<file path="config.mk">
export PLATFORM = sky130hd
export DESIGN_NAME = sart_ctrl
export DESIGN_NICKNAME = d
export VERILOG_FILES = /design/src/rtl/sart_pkg.sv /design/src/rtl/sart_ctrl.sv
export SDC_FILE = /design/constraint.sdc
export NUM_CORES = 1
export LEC_CHECK = 0
export BUFFER_PORTS_ARGS = -buffer_cell sky130_fd_sc_hd__buf_2
export CORE_AREA = 2 2 39 41
export DETAILED_ROUTE_END_ITERATION = 12
export DIE_AREA = 0 0 41 43
export PLACE_DENSITY = 0.56
export RECOVER_POWER = 100
export SYNTH_ARGS = -nofsm -noshare
export SYNTH_HDL_FRONTEND = slang
export SYNTH_SLANG_ARGS = --single-unit
</file>
<file path="constraint.sdc">
create_clock -name clk -period 1.3 [get_ports clk]
set_clock_uncertainty 0.1 [all_clocks]
set_input_delay 0.13 -clock clk [delete_from_list [all_inputs] [get_ports clk]]
set_output_delay 0.13 -clock clk [all_outputs]
set_load 0.05 [all_outputs]
</file>
<file path="src/rtl/sart_pkg.sv">
// ----------------------------------------------------------------------------
// sart_pkg: shared types and constants of the summed-area rectangle sum unit
// Sizes, field codes and the command/status bundles between control and data.
// ----------------------------------------------------------------------------
package sart_pkg;

	// matrix and arithmetic sizes
	localparam int MAX_ROWS     = 1024;
	localparam int MAX_COLS     = 1024;
	localparam int ELEMENT_BITS = 32;
	localparam int SUM_BITS     = 52;
	localparam int ROW_BITS     = 10;
	localparam int COL_BITS     = 10;
	localparam int DIM_BITS     = 11;
	localparam int ADDR_BITS    = ROW_BITS + COL_BITS;
	localparam int TABLE_DEPTH  = MAX_ROWS * MAX_COLS;
	localparam int STAT_BITS    = 2;

	// stream and config port widths
	localparam int S_TDATA_BITS = 72;
	localparam int M_TDATA_BITS = 56;
	localparam int CFG_IDX_BITS = 2;

	// input kinds
	localparam logic ACTION_LOAD  = 1'b0;
	localparam logic ACTION_QUERY = 1'b1;

	// query status codes
	localparam logic [STAT_BITS-1:0] STAT_OK          = 2'd0;
	localparam logic [STAT_BITS-1:0] STAT_BAD_CORNERS = 2'd1;
	localparam logic [STAT_BITS-1:0] STAT_NOT_LOADED  = 2'd2;

	// config register indexes
	localparam logic [CFG_IDX_BITS-1:0] REG_ROW_COUNT = 2'd0;
	localparam logic [CFG_IDX_BITS-1:0] REG_COL_COUNT = 2'd1;

	// table address selects
	typedef logic [2:0] addr_sel_t;
	localparam addr_sel_t ADDR_POS    = 3'd0;
	localparam addr_sel_t ADDR_ABOVE  = 3'd1;
	localparam addr_sel_t ADDR_BIG    = 3'd2;
	localparam addr_sel_t ADDR_TOP    = 3'd3;
	localparam addr_sel_t ADDR_LEFT   = 3'd4;
	localparam addr_sel_t ADDR_CORNER = 3'd5;

	// accumulator operations
	typedef logic [2:0] acc_op_t;
	localparam acc_op_t ACC_HOLD       = 3'd0;
	localparam acc_op_t ACC_LOAD       = 3'd1;
	localparam acc_op_t ACC_SUB_TOP    = 3'd2;
	localparam acc_op_t ACC_SUB_LEFT   = 3'd3;
	localparam acc_op_t ACC_ADD_CORNER = 3'd4;

	// controller to datapath
	typedef struct packed {
		logic      capture;
		logic      rs_add;
		logic      ld_commit;
		logic      mem_we;
		addr_sel_t addr_sel;
		acc_op_t   acc_op;
		logic      stat_latch;
		logic      out_load;
	} sart_cmd_t;

	// datapath to controller
	typedef struct packed {
		logic q_err;
		logic out_free;
	} sart_sts_t;

	// zero reads as one, values above the maximum read as the maximum
	function automatic logic [DIM_BITS-1:0] clamp_dim(input logic [DIM_BITS-1:0] v,
		input logic [DIM_BITS-1:0] maxv);
		logic [DIM_BITS-1:0] r;
		if (v == '0) begin
			r = DIM_BITS'(1);
		end else if (v > maxv) begin
			r = maxv;
		end else begin
			r = v;
		end
		return r;
	endfunction

endpackage

</file>
<file path="src/rtl/sart_ctrl.sv">
// ----------------------------------------------------------------------------
// sart_ctrl: sequencer of the summed-area rectangle sum unit
// Steps a load through read-above and write, and a query through four reads.
// ----------------------------------------------------------------------------
module sart_ctrl (
	input  logic               clk,
	input  logic               arst_n,
	input  logic               s_tvalid,
	output logic               s_tready,
	input  logic               action,
	input  sart_pkg::sart_sts_t sts,
	output sart_pkg::sart_cmd_t cmd
);
	import sart_pkg::*;

	localparam logic [3:0] ST_IDLE = 4'd0;
	localparam logic [3:0] ST_LRD  = 4'd1;
	localparam logic [3:0] ST_LWR  = 4'd2;
	localparam logic [3:0] ST_Q0   = 4'd3;
	localparam logic [3:0] ST_Q1   = 4'd4;
	localparam logic [3:0] ST_Q2   = 4'd5;
	localparam logic [3:0] ST_Q3   = 4'd6;
	localparam logic [3:0] ST_Q4   = 4'd7;
	localparam logic [3:0] ST_DONE = 4'd8;

	logic [3:0] state_q;
	logic [3:0] state_d;
	logic       s_accept;

	assign s_tready = (state_q == ST_IDLE);
	assign s_accept = s_tvalid && s_tready;

	// next state and commands
	always_comb begin
		state_d        = state_q;
		cmd            = '0;
		cmd.addr_sel   = ADDR_POS;
		cmd.acc_op     = ACC_HOLD;
		case (state_q)
			ST_IDLE: begin
				cmd.capture = s_accept;
				if (s_accept) begin
					state_d = (action == ACTION_QUERY) ? ST_Q0 : ST_LRD;
				end
			end
			ST_LRD: begin
				cmd.addr_sel = ADDR_ABOVE;
				cmd.rs_add   = 1'b1;
				state_d      = ST_LWR;
			end
			ST_LWR: begin
				cmd.addr_sel  = ADDR_POS;
				cmd.mem_we    = 1'b1;
				cmd.ld_commit = 1'b1;
				state_d       = ST_IDLE;
			end
			ST_Q0: begin
				cmd.addr_sel   = ADDR_BIG;
				cmd.stat_latch = 1'b1;
				state_d        = sts.q_err ? ST_DONE : ST_Q1;
			end
			ST_Q1: begin
				cmd.addr_sel = ADDR_TOP;
				cmd.acc_op   = ACC_LOAD;
				state_d      = ST_Q2;
			end
			ST_Q2: begin
				cmd.addr_sel = ADDR_LEFT;
				cmd.acc_op   = ACC_SUB_TOP;
				state_d      = ST_Q3;
			end
			ST_Q3: begin
				cmd.addr_sel = ADDR_CORNER;
				cmd.acc_op   = ACC_SUB_LEFT;
				state_d      = ST_Q4;
			end
			ST_Q4: begin
				cmd.acc_op = ACC_ADD_CORNER;
				state_d    = ST_DONE;
			end
			ST_DONE: begin
				// hand the result over once the output register is free
				if (sts.out_free) begin
					cmd.out_load = 1'b1;
					state_d      = ST_IDLE;
				end
			end
			default: begin
				state_d = ST_IDLE;
			end
		endcase
	end

	// state register
	always_ff @(posedge clk or negedge arst_n) begin
		if (!arst_n) begin
			state_q <= ST_IDLE;
		end else begin
			state_q <= state_d;
		end
	end

	// table writes happen only in the load write step
	assert property (@(posedge clk) disable iff (!arst_n)
		cmd.mem_we |-> (state_q == ST_LWR))
		else $error("table write outside load write step");

	// an accepted item always leaves idle
	assert property (@(posedge clk) disable iff (!arst_n)
		s_accept |=> (state_q == ST_LRD || state_q == ST_Q0))
		else $error("accepted item did not start a sequence");

	// a result is only produced at the end of a query
	assert property (@(posedge clk) disable iff (!arst_n)
		cmd.out_load |-> (state_q == ST_DONE && sts.out_free))
		else $error("result loaded outside done step");

endmodule

</file>
# ---- Word-level counts from Yosys, hierarchy flattened
# Cells that the tools add are included.
dict set report totals {
  latch_bits 0
  memories 0
  output_inout_bits 13
  mem_bits_rw 0
  reg_bits 4
  romBits 0
}
dict set report op_classes {
  bitwise 0
  reduce_logical 3
  n_lt_le_gt_ge 0
  n_shift 0
  mux 13
  n_div 0
  n_mul 0
  addsub 0
  n_eq_ne 10
}
# operator n
set op_table {}
lappend op_table {{case mux 4 bit (8 select lines)} 1}
lappend op_table {{equality test 4 x 3 -> 1 bit, second input constant} 4}
lappend op_table {{case mux 3 bit (5 select lines)} 1}
lappend op_table {{2-to-1 mux 4 bit} 3}
lappend op_table {{case mux 3 bit (4 select lines)} 1}
lappend op_table {{equality test 4 x 2 -> 1 bit, second input constant} 2}
lappend op_table {{2-to-1 mux 1 bit} 5}
lappend op_table {{equality test 4 x 1 -> 1 bit, second input constant} 1}
lappend op_table {{equality test 4 bit, second input constant} 1}
lappend op_table {{logical NOT 4 bit} 1}
lappend op_table {{2-to-1 mux 2 bit} 2}
lappend op_table {{!= test 2 x 1 -> 1 bit, second input constant} 1}
lappend op_table {{!= test 2 bit, second input constant} 1}
lappend op_table {{AND reduction 2 bit} 1}
lappend op_table {{logical AND 1 bit} 1}

# ---- Logic depth before layout (Yosys ltp)
dict set report logic_depth {
  depth_word 4
  mapped_depth 4
  ltp_nobuf 2
}

# ---- Least setup slack after synthesis
# No wires, ideal clock.
dict set report synth_timing {
  kind {register to output}
  from {register state_q[0]}
  to {output cmd[9] in the netlist's numbering}
  setup_slack_ns -1.119
  required_time_ns 1.070
  t_arrival_ns 2.189
  stages_incl_launch_ff 5
  path_buffers 2
  cell_sequence {dfrtp_1 buf_2 nand2b_1 nor3_1 buf_4}
}
# element line_no
set synth_lines {}
lappend synth_lines {{from (decl)} sart_ctrl.sv:26} ;# logic [3:0] state_q;
lappend synth_lines {{from (signal assigned)} sart_ctrl.sv:99} ;# state_q <= state_d;
lappend synth_lines {{to (decl)} sart_ctrl.sv:12} ;# output sart_pkg::sart_cmd_t cmd

==> key figures <==
Run status
  • Outcome: finished with violations
  • Failing checks: negative setup slack

Cells and area
  • Post-layout net count: 90
  • Largest Register: state_q
  • Register cell area after layout: around 100 um^2
  • Area used by multi-input combinational logic: 348 um^2
  • Top library cells by usage in the layout, fill and taps aside: 19 x sky130_fd_sc_hd__buf_6, 12 x sky130_fd_sc_hd__buf_4, 4 x sky130_fd_sc_hd__buf_2, 4 x sky130_fd_sc_hd__dfrtp_1
  • Non-Filler Instances: 98
  • Largest registers ranked by flip-flop count: state_q (4)
  • Diode insertion count for antenna repair: 0
  • Number of flip-flops in the largest register: 4
  • Most common cell after layout, fill and taps aside: sky130_fd_sc_hd__buf_6
  • Ratio of cells with drive above 1 in the final layout: between 70% and 80%
  • Number of fill cells in the layout: between 100 and 150
  • Area growth, synth to finish: 167%

Worst setup path
  • Type of the worst setup path: register to output port
  • Startpoint type of the worst setup path: register
  • Cell breakdown of the critical path: buf_6 -> or3b_1 -> a21oi_2 -> buf_6
  • Cell at the slowest stage of the critical path: sky130_fd_sc_hd__dfrtp_1
  • Cell mode on critical path: sky130_fd_sc_hd__buf_6
  • Stage delay of the slowest cell on the critical path: 0.40 ns
  • Crit path DAT: 1.47 ns
  • Req. time, crit path: ~1.1 ns
  • Reg2reg path depth: 2
  • CP Max Fanout: 5
  • Critical Path End Type: output port

Die
  • Initial core utilization: 24.6%
  • Number of ports placed on the die boundary: 19
  • Num rows: 14
  • X dimension of the die: about 41 um
  • Placeable core area: roughly 1400 um^2
  • Die span in y: between 40 and 50 um
  • Die Outline Area: ~1800 um^2

Power and ir drop
  • VDD IR-drop max: about 0.0011 V
  • Internal Dissipation: roughly 1.3 mW
  • Switching part of the total: 49.7%
  • Leak: approximately 0.39 nW
  • Share of power burned in registers: 8.7%
  • Gate power share: between 80% and 90%
  • Share of total power in the clock network: around 5.7%
  • Power density over the cells: about 2800 nW/um^2
  • Overall power consumption: 2.53 mW
  • Switching power total: approximately 1.3 mW

Logic synthesis
  • Register bit count reported by yosys: 4
  • Synthesized Nets: 48
  • Number of distinct library cells after synthesis: 21
  • Synthesis Warnings: 0
  • Mean area per synthesized cell: 8.10 um^2
  • Cell count after synthesis: 42
  • Sequential area share after synthesis: ~30%
  • Combined area of all synthesized cells: 340 um^2

Routing
  • Residual DRC count: 0
  • Routed wire per std cell: 11.6 um
  • Routed length on met1: about 480 um
  • Routed wire length on met3: 32 um
  • Iteration count of the initial detailed-routing pass: 2
  • Max layer used: met4
  • Via count: between 400 and 500
  • Post-route ant nets: 0
  • Sum of routed wire length over all layers: 1.14 mm
  • DRC marker count from the first detailed-route iteration: 2
  • Via count normalized by instance count: approximately 4.7
  • Met2 layer wire length in the routed design: 610 um

Clocking
  • Max H-tree Level: 1
  • Clock latency on the worst-skew pair: 0.23 ns
  • Maximum number of buffers from clock root to sink: 2
  • Number of clock sinks: 4
  • CTS tree: yes
  • Post-CTS clock slew at the launch and capture registers of the worst setup and hold paths: approximately 0.030 ns
  • CTS root buf: sky130_fd_sc_hd__clkbuf_4
  • Number of CTS-inserted buffers: 3

GRT
  • Number of global-route vias before repair: 451
  • GR Overflow Total: 0
  • Number of antenna violations at the first check in global routing: 0
  • Wire length of the first global-routing pass: ~2 mm
  • Overall routing resource usage: 16.9%
  • Largest net degree at the start of global routing: 8

STA
  • Max-Slew Margin vs Limit: between 80 and 90%
  • Pins over their slew limit: 0
  • Least-Margin Pin Slew: 0.264 ns
  • Setup repair after global routing missed its margin: true
  • Hold violation total from the final report: 0
  • Maximum clock rate: between 500 and 600 MHz
  • Post-layout minimum cycle time: 1.70 ns
  • Part of the cycle the worst path needs: 131%
  • Final worst-path setup slack: -0.397 ns
  • Total setup violations reported at the end of the flow: 15

Place
  • Placement-stage worst setup slack: -0.239 ns
  • Count of buffers inserted at the top-level ports: 18
  • Cell count after placement: between 80 and 90
  • Placed wire-length estimate after detailed placement: between 700 and 800 um
  • Final Wtd Congestion: roughly 0.76

Job
  • Number of maximum-capacitance constraint violations: 0

Worst hold path
  • Worst hold path stage count: 3
  • HP Class: input pin to register
## cell usage after synthesis
library cell | instances | area (um^2)
sky130_fd_sc_hd__nand2_1 | 1 | 3.75
sky130_fd_sc_hd__or3b_1 | 2 | 17.5
sky130_fd_sc_hd__nor2_1 | 5 | 18.8
sky130_fd_sc_hd__a31oi_1 | 1 | 6.26
sky130_fd_sc_hd__nand2b_1 | 4 | 25.0
sky130_fd_sc_hd__nand3b_1 | 2 | 15.0
sky130_fd_sc_hd__nor3_1 | 3 | 15.0
sky130_fd_sc_hd__o21a_1 | 1 | 7.51
sky130_fd_sc_hd__nor4_2 | 1 | 12.5
sky130_fd_sc_hd__dfrtp_1 | 4 | 100
sky130_fd_sc_hd__nand4bb_1 | 2 | 22.5
sky130_fd_sc_hd__a21bo_2 | 1 | 10.0
sky130_fd_sc_hd__buf_4 | 1 | 7.51
sky130_fd_sc_hd__and2_1 | 1 | 6.26
sky130_fd_sc_hd__clkbuf_1 | 1 | 3.75
sky130_fd_sc_hd__o32ai_1 | 1 | 8.76
sky130_fd_sc_hd__a21oi_1 | 5 | 25.0
sky130_fd_sc_hd__inv_1 | 1 | 3.75
sky130_fd_sc_hd__buf_2 | 3 | 15.0
sky130_fd_sc_hd__nor2b_1 | 1 | 6.26
sky130_fd_sc_hd__or4b_1 | 1 | 10.0
## worst max-delay path, delay by kind of cell, from the launching register on
kind,cells,cell delay [ns]
flip-flops,1,0.40
AND/OR/NAND/NOR,1,0.39
buffers and inverters,2,0.31
AO/OA/AOI/OAI,1,0.14
## final timing paths
check                                start    endpoint  slack [ns]
worst max-delay path            state_q[1]      cmd[5]       -0.40
worst min-delay path                sts[1]  state_q[2]        0.11
worst max register to register  state_q[1]  state_q[3]       -0.04
worst min register to register  state_q[0]  state_q[3]        0.56
max in group asynchronous           arst_n  state_q[3]        0.76
min in group asynchronous           arst_n  state_q[0]        0.16
## power by group through the flow
stage          Sequential (mW)  Clock (mW)  Combinational, mW
2_1_floorplan            0.215           0               1.13
3_3_place_gp             0.208           0               1.51
3_5_place_dp             0.208           0               1.52
4_1_cts                  0.216       0.154               2.08
5_1_grt                  0.227       0.164               2.30
6_report                 0.220       0.146               2.17
## layer usage
layer  vias up  GRT usage, %
met5         -             0
met4         0          10.0
met3         2          3.14
met2        11          25.3
met1       216          21.4
li1        230             -
## cell type report
cell class,count,area share [%]
clock buffers,3,2.48
inverters,1,0.414
well taps,16,2.21
repair buffers,42,45.5
multi-input cells,32,38.3
flip-flops and latches,4,11.0
## cell families (layout without fill, tap and decap cells)
family	count (synthesis)	after routing	share of synthesized area (%)
simple gates	23	23	44.9
compound gates	9	9	16.9
buf+inv	6	46	8.82
flops	4	4	29.4
## per-stage QoR
step	setup TNS, ns	cell area (um^2)	util, %	hold WS [ns]
finish	-3.50	907	65.6	0.115
detailed placement	-1.94	604	43.7	-0.164
CTS	-3.54	872	63.0	0.104
floorplan	-3.32	425	-	-0.266
global route	-4.39	907	65.6	0.143
global placement	-1.83	604	43.7	-0.165
## repair_timing
action                                 4_1_cts  5_1_grt
endpoints found under the hold margin        5        0
pin swaps                                    8        7
setup endpoints to repair                   15       15
gates cloned                                 0        0
resized for setup                           43        9
setup buffers                                8        1
hold buffers                                 2        0
No activity file was read; power rests on OpenSTA's default activity.
